==> src/hw/rtl/tbo_fifo.sv <==
// Small register-based FIFO used for the work queue and the result queue.
// Depends on nothing but its parameters.
`timescale 1ns / 1ps

module tbo_fifo #(
    parameter int WIDTH = 8,
    parameter int DEPTH = 4
) (
    input  logic             clk,
    input  logic             rst_n,
    input  logic             push,
    input  logic [WIDTH-1:0] wdata,
    output logic             full,
    input  logic             pop,
    output logic [WIDTH-1:0] rdata,
    output logic             empty
);

    localparam int AW = (DEPTH > 1) ? $clog2(DEPTH) : 1;
    localparam int CNTW = $clog2(DEPTH + 1);

    logic [WIDTH-1:0] mem_reg [DEPTH];
    logic [AW-1:0]    wr_ptr_reg, wr_ptr_next;
    logic [AW-1:0]    rd_ptr_reg, rd_ptr_next;
    logic [CNTW-1:0]  count_reg, count_next;
    logic             do_push, do_pop;

    assign full    = (count_reg == CNTW'(DEPTH));
    assign empty   = (count_reg == '0);
    assign do_push = push && !full;
    assign do_pop  = pop && !empty;
    assign rdata   = mem_reg[rd_ptr_reg];

    // Advance pointers with wrap at the depth
    always_comb
    begin
        wr_ptr_next = wr_ptr_reg;
        rd_ptr_next = rd_ptr_reg;
        count_next  = count_reg;
        if (do_push)
        begin
            wr_ptr_next = (wr_ptr_reg == AW'(DEPTH - 1)) ? '0 : wr_ptr_reg + 1'b1;
        end
        if (do_pop)
        begin
            rd_ptr_next = (rd_ptr_reg == AW'(DEPTH - 1)) ? '0 : rd_ptr_reg + 1'b1;
        end
        if (do_push && !do_pop)
        begin
            count_next = count_reg + 1'b1;
        end
        else if (do_pop && !do_push)
        begin
            count_next = count_reg - 1'b1;
        end
    end

    always_ff @(posedge clk or negedge rst_n)
    begin
        if (!rst_n)
        begin
            wr_ptr_reg <= '0;
            rd_ptr_reg <= '0;
            count_reg  <= '0;
        end
        else
        begin
            wr_ptr_reg <= wr_ptr_next;
            rd_ptr_reg <= rd_ptr_next;
            count_reg  <= count_next;
        end
    end

    // Store the entry on each push transfer
    always_ff @(posedge clk)
    begin
        if (do_push)
        begin
            mem_reg[wr_ptr_reg] <= wdata;
        end
    end

endmodule

==> config.mk <==
export PLATFORM = sky130hd
export DESIGN_NAME = tbo_fifo
export DESIGN_NICKNAME = d
export VERILOG_FILES = /design/src/hw/rtl/tbo_fifo.sv
export SDC_FILE = /design/constraint.sdc
export NUM_CORES = 1
export LEC_CHECK = 0
export BUFFER_PORTS_ARGS = -buffer_cell sky130_fd_sc_hd__buf_2
export CORE_MARGIN = 4
export CORE_UTILIZATION = 50
export CTS_CLUSTER_DIAMETER = 150
export DETAILED_ROUTE_END_ITERATION = 8
export MAX_ROUTING_LAYER = met4
export PLACE_DENSITY = 0.8
export SKIP_CTS_REPAIR_TIMING = 1
export SYNTH_ARGS = -nofsm -noshare
export SYNTH_HDL_FRONTEND = slang
export SYNTH_SLANG_ARGS = --single-unit
==> constraint.sdc <==
create_clock -name clk -period 1.94 [get_ports clk]
set_input_delay 0.194 -clock clk [delete_from_list [all_inputs] [get_ports clk]]
set_output_delay 0.194 -clock clk [all_outputs]
set_load 0.01 [all_outputs]
**Word level (Yosys, flattened, before mapping)**

Memories as Yosys holds them, arrays and structs flattened.
Cells that the tools add are included.
Widths: inputs -> output; s select.

- Register bits after elaboration: 7
- Memories kept: 1
- Output and inout port bits: 10
- Input port bits: 12
- Bits in writable memories: 32

- Equality and inequality tests: 3
- Add/subtract/negate cells: 4
- Reduce and logical (&&, ||, !) cells: 10
- Multiplexer cells: 6

Memories:

| memory | depth | bits a word | rd ports | clocked after Yosys merged registers in | wr ports | line | source |
|---|---|---|---|---|---|---|---|
| mem_reg | 4 | 8 | 1 | 0 | 1 | 22 | `logic [WIDTH-1:0] mem_reg [DEPTH];` |

Operators by type and width:

| cell | count |
|---|---|
| $mux 3 | 2 |
| $add 2x1->2 const B | 2 |
| $eq 2x2->1 const B | 2 |
| $logic_and 1x1->1 | 4 |
| $logic_not 1->1 | 4 |
| $mux 2 | 2 |
| $add 3x1->3 const B | 1 |
| $eq 3x3->1 const B | 1 |
| $logic_not 3->1 | 1 |
| $sub 3x1->3 const B | 1 |
| $mux 1 | 2 |
| $reduce_bool 2->1 | 1 |

**Longest topological paths before layout**

- Depth in word-level cells: 7
- Gate-level depth with buffers: 9

**Worst setup path after synthesis**

No wires, ideal clock.

- Path kind: reg2reg
- Start: register count_reg[0]
- End: register count_reg[2]
- Data arrival time: 1984 ps
- Setup slack: -124 ps
- Setup time: 79 ps
- Cell stages (with the launch flop): 9
- Required time: 1861 ps
- Cells stage by stage: dfrtp_1 nor3_1 nand2b_4 ha_1 inv_1 fa_1 xor2_1 nor2_1 xor2_1

- Word-level cells in the longest chain between the ends: 6
- Elaborated cells on any way between the ends: 15
- Those cells by class: add/sub (2); eq/ne (1); mux (2); reduce/logical (10)

RTL lines:

| element | line | source |
|---|---|---|
| start: declaration | 25 | `logic [CNTW-1:0] count_reg, count_next;` |
| start signal: assignment | 70 | `count_reg <= count_next;` |
| $logic_not 3->1 (*) | 29 | `assign empty = (count_reg == '0);` |
| net empty | 16 | `output logic empty` |
| $logic_not 1->1 (*) | 31 | `assign do_pop = pop && !empty;` |
| $logic_and 1x1->1 (*) | 31 |  |
| $logic_not 1->1 | 48 | `if (do_push && !do_pop)` |
| $logic_and 1x1->1 | 48 |  |
| $mux 3 or $reduce_bool 2->1 (tied branches) | - |  |

Mark *: on every way through the listed nets, which the timed path passes. The rest lies on a longest branch. The select of a mux whose other input is x is not followed.
A chain may end at the register's enable or synchronous reset.

**Worst setup path in the final report**

- Start: register count_reg[0]
- End: register count_reg[1]

- Word-level cells in the longest chain between the ends: 6
- Elaborated cells on any way between the ends: 15
- Those cells by class: add/sub (2); eq/ne (1); mux (2); reduce/logical (10)

RTL lines:

| element | line |
|---|---|
| branches (longest 5 deep; another with $sub 3x1->3) | - |
| $mux 3 (*) | 48 |
| net count_next[1] | 25 |

Mark *: on every way through the listed nets, which the timed path passes. The select of a mux whose other input is x is not followed.

==> metrics.txt <==
status=complete, but fails checks; failing checks=negative setup slack; leak pwr=0.730 nW; Clk pin slew, worst setup/hold paths=0.12 ns; most numerous cell in the Yosys netlist=edfxtp_1; CP Data Required Time=2.18 ns; Post-Syn Area per Cell=20.5 um2; die area=4220 um2; Syn. warnings=0; combinational power share=36.9%; internal power=1.88 mW; total core area=3080 um2; GP Congestion=0.671; ys async rst share=17.9%; first-pass GRT wire length=3910 um; Tot GR Track Use=13.3%; max reg flops=32; part of the cycle the worst path needs=101%; # setup viols final=1; Cell Area, Synth=1620 um2; Worst IR Drop VDD=0.721 mV; Power Dens Cells=1440 nW/um2; Synthesized Nets=98; Detailed Route WL=2540 um; Final min period=1.97 ns; R2R setup slack=-0.03 ns; CTS Buf Count=5; vias=793; met3 wire len=108 um; Yosys cell types=19; largest cells by area after synthesis=edfxtp_1, mux4_2, dfrtp_1; Rel. slew slack=73.0%; switching power=873 uW; share of cells above drive strength 1=54.9%; post-synthesis sequential area ratio=70.1%; Port-buffer cells=21; max layer used=met4; Post-DP HPWL=1660 um; Layout Nets=131; number of core rows=20; initial core utilization=52.6%; type of origin of the critical path=register; final antenna-violating net count=0; First DRT Iteration DRCs=38; skew final=0.0153 ns; DRC violation count after routing=0; synth-to-layout area growth=18.3%; vias in the first global route=850; Sink Count=39; CP Class=register to register; placed instance count=142; wire length on met1=1050 um; n_diodes=0; grt ovf=0; largest net degree at the start of global routing=12; sequential share of power=49.0%; Worst setup EP type=register; Seq cells post-synth=39; R2R Path Start=count_reg[0]; actual slew at the worst max-slew pin=0.405 ns; Ports=22; Hold Violations, Final=0; CP max FO=4; antenna violations before repair=0; CTS tree=built; CTS Buffer Depth=2; origin of the worst min-delay path=wdata[4]; top_reg_cell synth=edfxtp_1; Post-synth EDFFs=32; Clk pwr share=14.1%; first drt pass iteration count=4; total power=2.76 mW; area share of the largest cell type after synthesis=59.3%; Synth area leader=edfxtp_1; Final WS setup=-0.0259 ns; Die Width=64.9 um; vias per inst=5.05; hold depth=1; Die Height=64.9 um; clk_lat worst skew=0.34 ns; arrival time worst endpoint=2.21 ns; RSZ-0062 raised after global routing=true; maximum clock rate=0.509 GHz; Final Non-Filler Cells=157; Net Sw Frac=31.7%; clock root buffer=clkbuf_4; Routed wire per std cell=16.2 um; commonest cells in the netlist=edfxtp_1, mux4_2, dfrtp_1; htree depth=2; final slew viol count=0; Syn Inst Count=79; Hold Path Class=input port to register; Critical R2R Capture=count_reg[1]; Hold EP=mem_reg[3][4]; R2R cell count=7; DR WL met2=1330 um; max-cap viol count=0
-- stage by stage --
stage | hold slack, ns | cell area, um2 | TNS (ns) | worst slack (ns) | util (%)
floorplan | -0.102 | 1630 | -0.00243 | -0.00243 | -
global placement | 0.0374 | 1770 | 0 | 0.0881 | 57.6
detailed placement | 0.0425 | 1770 | -0.0167 | -0.0167 | 57.6
CTS | -0.331 | 1820 | -0.720 | -0.0999 | 59.2
global route | 0.0544 | 1920 | -0.0861 | -0.0654 | 62.3
finish | 0.0623 | 1920 | -0.0259 | -0.0259 | 62.3
-- cell usage in the layout (no fill, tap or decap), drive strengths merged, types with 2 or more instances in the layout --
cell type and n:
and2 4, buf 28, clkbuf 7, dfrtp 7, edfxtp 32, ha 6
inv 3, mux2 5, mux4 8, nor2 3, xor2 2
-- kinds of logic (layout without fill, tap and decap cells) --
group / after synthesis / in the layout / synth area share, %
flip-flops: 39 / 39 / 70.1
multiplexers: 13 / 13 / 15.1
AND/OR/NAND/NOR: 11 / 11 / 5.41
adder cells (fa/ha/maj): 7 / 7 / 5.87
buffers and inverters: 6 / 40 / 1.93
XOR/XNOR: 3 / 3 / 1.62
-- power groups by stage --
stage / Sequential (mW) / Combinational [mW] / Clock, mW
2_1_floorplan: 1.24 / 0.726 / 0
3_3_place_gp: 1.35 / 0.854 / 0
3_5_place_dp: 1.36 / 0.886 / 0
4_1_cts: 1.34 / 0.893 / 0.391
5_1_grt: 1.39 / 1.10 / 0.435
6_report: 1.35 / 1.02 / 0.388
-- per-layer routing --
metal,GRT usage (%),vias to the layer above
met5,-,-
met2,21.5,21
met3,4.51,8
met1,14.9,397
met4,6.33,0
li1,-,367
-- final cells by class --
type	instances	area [um2]
clock buffer	7	45.0
clock inverter	1	5.00
fill	241	1160
inverter	3	11.3
multi-input combinational	34	488
sequential	39	1140
tap	44	55.1
timing repair buffer	29	171
-- how the worst max path moves through the flow --
stage,start,to,slack [ns],depth (start not counted)
global route,count_reg[0],count_reg[1],-0.07,7
finish,count_reg[0],count_reg[1],-0.03,7
floorplan,count_reg[1],count_reg[2],-0.002,8
global placement,count_reg[1],count_reg[2],0.09,8
CTS,rd_ptr_reg[0],rdata[2],-0.1,2
detailed placement,count_reg[1],count_reg[2],-0.02,8
-- worst max-delay path, stage by stage, from the launching register on --
cell and delay, ns:
dfrtp_2 0.47, buf_6 0.14, nor3b_4 0.26, nor2b_4 0.08, ha_4 0.16, inv_2 0.05, fa_2 0.42, mux2_4 0.28
Note: power is estimated with default switching activity, not from simulation.
