File: src/hw/rtl/tbo_pkg.sv
// Shared types, widths and codes for the triangle/box overlap tester.
// Depends on nothing; every other file but tbo_fifo uses it by scoped names.
`timescale 1ns / 1ps

package tbo_pkg;

    // Coordinate format: signed fixed point, 8 fraction bits
    localparam int COORD_BITS = 24;
    localparam int CW  = COORD_BITS;
    localparam int EW  = CW + 1;          // edge and box-offset vectors
    localparam int PW  = 2 * EW;          // one edge-by-edge product
    localparam int SW  = PW + 2;          // sum of three such products
    localparam int NW  = PW + 1;          // triangle normal component
    localparam int KW  = EW;              // split point of the normal
    localparam int NHW = NW - KW;         // upper slice of the normal
    localparam int LW  = EW + KW + 1;     // offset times lower slice
    localparam int HW  = EW + NHW;        // offset times upper slice
    localparam int FPW = EW + NW;         // offset times full normal
    localparam int FSW = FPW + 2;         // sum of three of those

    localparam int NUM_EDGE_AXES = 9;
    localparam int QUEUE_DEPTH   = 4;
    localparam int OUT_DEPTH     = 16;

    typedef logic signed [CW-1:0] coord_t;
    typedef logic signed [EW-1:0] edge_t;
    typedef logic [3:0]           axis_t;

    // Axis codes in test order
    localparam axis_t AXIS_X         = 4'd0;
    localparam axis_t AXIS_Y         = 4'd1;
    localparam axis_t AXIS_Z         = 4'd2;
    localparam axis_t AXIS_NORMAL    = 4'd3;
    localparam axis_t AXIS_EDGE_BASE = 4'd4;
    localparam axis_t AXIS_NONE      = 4'd13;

    // Configuration register indexes
    typedef enum logic [2:0] {
        REG_BOX_MIN_X = 3'd0,
        REG_BOX_MIN_Y = 3'd1,
        REG_BOX_MIN_Z = 3'd2,
        REG_BOX_MAX_X = 3'd3,
        REG_BOX_MAX_Y = 3'd4,
        REG_BOX_MAX_Z = 3'd5,
        REG_TOLERANCE = 3'd6
    } reg_idx_t;

    typedef struct packed {
        coord_t v0_x;
        coord_t v0_y;
        coord_t v0_z;
        coord_t v1_x;
        coord_t v1_y;
        coord_t v1_z;
        coord_t v2_x;
        coord_t v2_y;
        coord_t v2_z;
    } tri_in_t;

    typedef struct packed {
        logic  intersects;
        axis_t separating_axis;
    } result_t;

    typedef struct packed {
        coord_t          min_x;
        coord_t          min_y;
        coord_t          min_z;
        coord_t          max_x;
        coord_t          max_y;
        coord_t          max_z;
        logic [CW-2:0]   tol;
    } box_cfg_t;

    // Queue entry between classifier and projection pipeline
    typedef struct packed {
        tri_in_t tri_v;
        axis_t   box_axis;
    } work_t;

endpackage

File: src/hw/rtl/tbo_front.sv
// Front end: accepts triangles and runs the three box-axis tests.
// Depends on tbo_pkg; feeds the work queue.
`timescale 1ns / 1ps

module tbo_front (
    input  logic             push,
    output logic             full,
    input  tbo_pkg::tri_in_t item,
    input  tbo_pkg::box_cfg_t cfg,
    input  logic             q_full,
    output logic             q_push,
    output tbo_pkg::work_t   q_data
);

    tbo_pkg::coord_t v [3][3];
    tbo_pkg::coord_t bmin [3];
    tbo_pkg::coord_t bmax [3];
    logic signed [tbo_pkg::CW:0] tol_s;
    logic [2:0] sep;

    assign full   = q_full;
    assign q_push = push && !q_full;

    always_comb
    begin
        v[0][0] = item.v0_x; v[0][1] = item.v0_y; v[0][2] = item.v0_z;
        v[1][0] = item.v1_x; v[1][1] = item.v1_y; v[1][2] = item.v1_z;
        v[2][0] = item.v2_x; v[2][1] = item.v2_y; v[2][2] = item.v2_z;
        bmin[0] = cfg.min_x; bmin[1] = cfg.min_y; bmin[2] = cfg.min_z;
        bmax[0] = cfg.max_x; bmax[1] = cfg.max_y; bmax[2] = cfg.max_z;
    end

    assign tol_s = $signed({2'b00, cfg.tol});

    // Widen the triangle extent on each axis and compare with the box
    always_comb
    begin
        tbo_pkg::coord_t lo, hi;
        logic signed [tbo_pkg::CW:0] lo_w, hi_w, bl, bh;
        for (int i = 0; i < 3; i++)
        begin
            lo = v[0][i];
            hi = v[0][i];
            for (int k = 1; k < 3; k++)
            begin
                if (v[k][i] < lo) lo = v[k][i];
                if (v[k][i] > hi) hi = v[k][i];
            end
            lo_w = (tbo_pkg::CW+1)'(lo) - tol_s;
            hi_w = (tbo_pkg::CW+1)'(hi) + tol_s;
            bl   = (tbo_pkg::CW+1)'(bmin[i]);
            bh   = (tbo_pkg::CW+1)'(bmax[i]);
            sep[i] = (lo_w < bl && hi_w < bl) || (lo_w > bh && hi_w > bh);
        end
    end

    // Pick the first separating box axis
    always_comb
    begin
        q_data.tri_v = item;
        if (sep[0])
        begin
            q_data.box_axis = tbo_pkg::AXIS_X;
        end
        else if (sep[1])
        begin
            q_data.box_axis = tbo_pkg::AXIS_Y;
        end
        else if (sep[2])
        begin
            q_data.box_axis = tbo_pkg::AXIS_Z;
        end
        else
        begin
            q_data.box_axis = tbo_pkg::AXIS_NONE;
        end
    end

endmodule

File: config.mk
export PLATFORM = sky130hd
export DESIGN_NAME = tbo_front
export DESIGN_NICKNAME = d
export VERILOG_FILES = /design/src/hw/rtl/tbo_pkg.sv /design/src/hw/rtl/tbo_front.sv
export SDC_FILE = /design/constraint.sdc
export NUM_CORES = 1
export LEC_CHECK = 0
export BUFFER_PORTS_ARGS = -buffer_cell sky130_fd_sc_hd__buf_2
export CORE_AREA = 2 2 236 238
export DETAILED_ROUTE_END_ITERATION = 10
export DIE_AREA = 0 0 238 240
export GPL_TIMING_DRIVEN = 0
export MAX_ROUTING_LAYER = met4
export PLACE_DENSITY = 0.63
export SLEW_MARGIN = 15
export SYNTH_ARGS = -nofsm -noshare
export SYNTH_HDL_FRONTEND = slang
export SYNTH_SLANG_ARGS = --single-unit
File: constraint.sdc
create_clock -name vclk -period 18.7
set_input_delay 3.74 -clock vclk [all_inputs]
set_output_delay 3.74 -clock vclk [all_outputs]
set_load 0.05 [all_outputs]
==> summary.md, run 1 <==
| Metric | Value |
|---|---|
| Most frequent cells after synthesis | `ha_1 (647), inv_1 (337), a21oi_1 (289), buf_4 (224), nor2_1 (224)` |
| Initial antenna violation count | `8` |
| Area leader, netlist | `ha_1` |
| Tool error | `[ERROR DRT-0255] Maze Route cannot find path of net item[61] in worker of routeBox ( 193200 0 ) ( 238000 48300 ).` |
| Largest net degree at the start of global routing | `11` |
| Mean Syn Cell Area | `7.33 µm²` |
| I/O pins | `607` |
| Distinct cells, synth | `72` |
| Tot GR Track Use | `0.305` |
| Cell count after synthesis | `3,115` |
| Worst endpoint type | `primary output` |
| Die H | `240 µm` |
| Detail Placement HPWL | `79,300 µm` |
| Die width | `238 µm` |
| Mapped Nets | `4,153` |
| Failing step | `detailed routing (5_2_route)` |
| Synth top area share | `0.355` |
| Starting Density | `0.418` |
| Seq/Total Area, Yosys | `0` |
| Hold buffers post-CTS | `0` |
| Place WS | `-571 ps` |
| First-pass GRT wire length | `130,000 µm` |
| Mapped Area | `0.0228 mm²` |
| Ys Warns | `0` |
| Row count | `86` |
| PortBufs | `607` |
| GP Congestion | `0.968` |
| Vias in the first global route | `22,696` |
| Status | `did not finish` |
| Top cells by area, synth | `ha_1 (35%), buf_4 (7.4%), a21oi_1 (6.3%), inv_1 (5.5%), a21o_1 (5.2%)` |
| GR repair worst EP | `q_data[3]` |
| Gr ovfl total | `0` |
| Most numerous cell in the Yosys netlist | `ha_1` |
[stage by stage]
stage / cell area (µm²) / hold slack [ps] / instances / utilization
2_1_floorplan: 22800 / 7650 / 3115 / -
3_3_place_gp: 26800 / 7810 / 4426 / 0.489
3_5_place_dp: 26800 / 7810 / 4426 / 0.489
4_1_cts: 26800 / 7810 / 4425 / 0.490
5_1_grt: 27000 / 7820 / 4436 / 0.494
[timing repair]
action	CTS	global route
buffers inserted	0	7
pin swaps	0	4
hold endpoints to repair	0	0
gates resized for setup	15	50
setup endpoints to repair	4	4
[per-layer routing]
metal and global-route usage:
met5 -, met2 0.532, met3 0.0169, met4 0.0786
met1 0.384
[logic make-up after synthesis]
| kind of cell | share of synthesized area |
|---|---|
| buf+inv | 0.136 |
| simple gates | 0.155 |
| fa+ha+maj | 0.360 |
| compound gates | 0.246 |
| mux | 0.0571 |
| xor+xnor | 0.0456 |
==> inputs of run 2 (changes only) <==
- CORE_AREA: 2 2 236 238 -> unset
- CORE_UTILIZATION: unset -> 40
- DIE_AREA: 0 0 238 240 -> unset
- MAX_ROUTING_LAYER: met4 -> unset
- PLACE_DENSITY: 0.63 -> unset
- PLACE_DENSITY_LB_ADDON: unset -> 0.15
==> run 2 against run 1 <==
  * The run now ends clean
  * Global-route usage shrank 1.4 points
  * Synthesized cell count did not move
  * Area after synthesis stayed put
==> summary.md, run 2 <==
| Metric | Value |
|---|---|
| Layout clock buffers | `0` |
| Hold endpoint | `q_push` |
| Hold WC Path Type | `input port to output pin` |
| Die width | `241 µm` |
| Commonest non-fill, non-tap cell in the layout | `ha_1` |
| CP peak stage delay | `620 ps` |
| Mapped Nets | `4,153` |
| Slew headroom | `0.438` |
| Row count | `87` |
| Fin crit share | `0.969` |
| PortBufs | `607` |
| Place WS | `-729 ps` |
| Area Growth Syn to Fin | `18.4%` |
| Setup Crit Path Kind | `input port to output pin` |
| Top cells by area, synth | `ha_1 (35%), buf_4 (7.4%), a21oi_1 (6.3%), inv_1 (5.5%), a21o_1 (5.2%)` |
| Final worst setup slack | `574 ps` |
| WL final | `88,500 µm` |
| First-pass GRT wire length | `128,000 µm` |
| Met2 Resource Use GR | `0.502` |
| Most frequent cells after synthesis | `ha_1 (647), inv_1 (337), a21oi_1 (289), buf_4 (224), nor2_1 (224)` |
| Mean Syn Cell Area | `7.33 µm²` |
| Area leader, netlist | `ha_1` |
| Hold Path Cell Cnt | `3` |
| Layout cells sized above 1 | `0.247` |
| Starting Density | `0.405` |
| Register area | `0 µm²` |
| Critical Path AT | `14,390 ps` |
| Detail Placement HPWL | `79,700 µm` |
| Final setup fails | `0` |
| Die H | `241 µm` |
| Residual DRC | `0` |
| Final Hold Viols | `0` |
| WL/cell | `19.7 µm` |
| Gr busiest metal | `met2` |
| Seq/Total Area, Yosys | `0` |
| Seq Cell Count | `0` |
| Peak Freq | `55.2 MHz` |
| Synth top area share | `0.355` |
| Die area | `0.0580 mm²` |
| Worst Max-Slew Pin Slew | `822 ps` |
| Pwr Total | `2.70 mW` |
| Final Cell Area | `0.0270 mm²` |
| VDD IR max | `0.181 mV` |
| Minimum clock period after layout | `18,130 ps` |
| DR vias | `24,252` |
| Gr ovfl total | `0` |
| PD cells | `99.9 mW/mm²` |
| Core area | `0.0564 mm²` |
| Critical Path Start Type | `input port` |
| Ys Warns | `0` |
| Hold buffers post-CTS | `0` |
| Crit. End Element | `output pin` |
| CP max-delay cell | `or4b_2` |
| Distinct cells, synth | `72` |
| Commonest non-fill, non-tap cells in the layout | `ha_1 (644), buf_2 (621), inv_1 (337)` |
| DR iter-0 viols | `1,417` |
| Final ANT Viol Nets | `0` |
| Lkg Pwr | `15.4 nW` |
| Final Slew Violations | `0` |
| Vias per cell | `5.40` |
| DP Area | `0.0268 mm²` |
| Worst Path Max Fanout | `10` |
| I/O pins | `607` |
| Mapped Area | `0.0228 mm²` |
| Status | `completed` |
| Initial antenna violation count | `14` |
| GP Congestion | `0.946` |
| Crit-path most repeated cell | `a21oi_1` |
| Layout Nets | `4,767` |
| Tot GR Track Use | `0.291` |
| Hold Crit Start | `q_full` |
| First-pass iteration count of the detailed router | `7` |
| Setup TNS | `0 ps` |
| Max Cap Viol | `0` |
| Most numerous cell in the Yosys netlist | `ha_1` |
| Worst Path Required | `14,960 ps` |
| Global routing usage on met3 | `0.0133` |
| Cell count after synthesis | `3,115` |
| Grt met1 use | `0.393` |
| Vias in the first global route | `22,280` |
| Largest net degree at the start of global routing | `12` |
run 2: worst max path at each step:
stage	start	endpoint	slack [ps]	cells after the start
CTS	item[167]	q_data[3]	120	49
finish	item[191]	q_data[3]	570	51
global route	item[167]	q_data[0]	-10	50
detailed placement	item[167]	q_data[3]	-730	49
floorplan	item[191]	q_data[3]	1560	49
global placement	item[167]	q_data[3]	-760	49
run 2: per-stage QoR:
stage	util	hold slack (ps)	std cells
final	0.479	7800	4488
after global routing	0.479	7820	4487
after CTS	0.476	7800	4477
after detailed placement	0.476	7800	4478
after global placement	0.476	7800	4478
after floorplan	-	7650	3115
run 2: report_power, final:
group	total (mW)	switching, mW	internal (mW)	leakage [nW]
clock network	0.0000000360	0	0.0000000360	0.0000317
registers	0	0	0	0
logic	2.70	1.59	1.11	15.4
run 2: layout make-up:
class | count | area, µm²
Antenna cell | 5 | 12.5
Buffer | 263 | 1870
Fill cell | 5954 | 29400
Inverter | 337 | 1260
Multi-Input combinational cell | 2514 | 19900
Tap cell | 756 | 946
Timing Repair Buffer | 613 | 3080
run 2: metal layers:
metal,vias up,part of all wire
li1,12295,-
met1,11034,0.46
met2,807,0.46
met3,108,0.052
met4,8,0.027
met5,-,0.00058
run 2: repair_timing:
action,4_1_cts,5_1_grt
resized for setup,15,48
buffers inserted,0,6
pin swaps,0,3
endpoints found under the setup margin,4,4
endpoints found under the hold margin,0,0
gates cloned,0,0
run 2: worst max-delay path, delay by kind of cell:
family / cells / cell delay, ps
mux: 2 / 430
compound gates: 22 / 4080
buf+inv: 7 / 1340
simple gates: 13 / 2750
xor+xnor: 2 / 350
fa+ha+maj: 5 / 1660
run 2: cell families after synthesis:
logic type               count (synthesis)  synth area share
AO/OA/AOI/OAI                          894             0.246
XOR/XNOR                               116            0.0456
adder cells (fa/ha/maj)                653             0.360
buffers and inverters                  601             0.136
multiplexers                           129            0.0571
AND/OR/NAND/NOR                        722             0.155
Note: power is estimated with default switching activity, not from simulation.
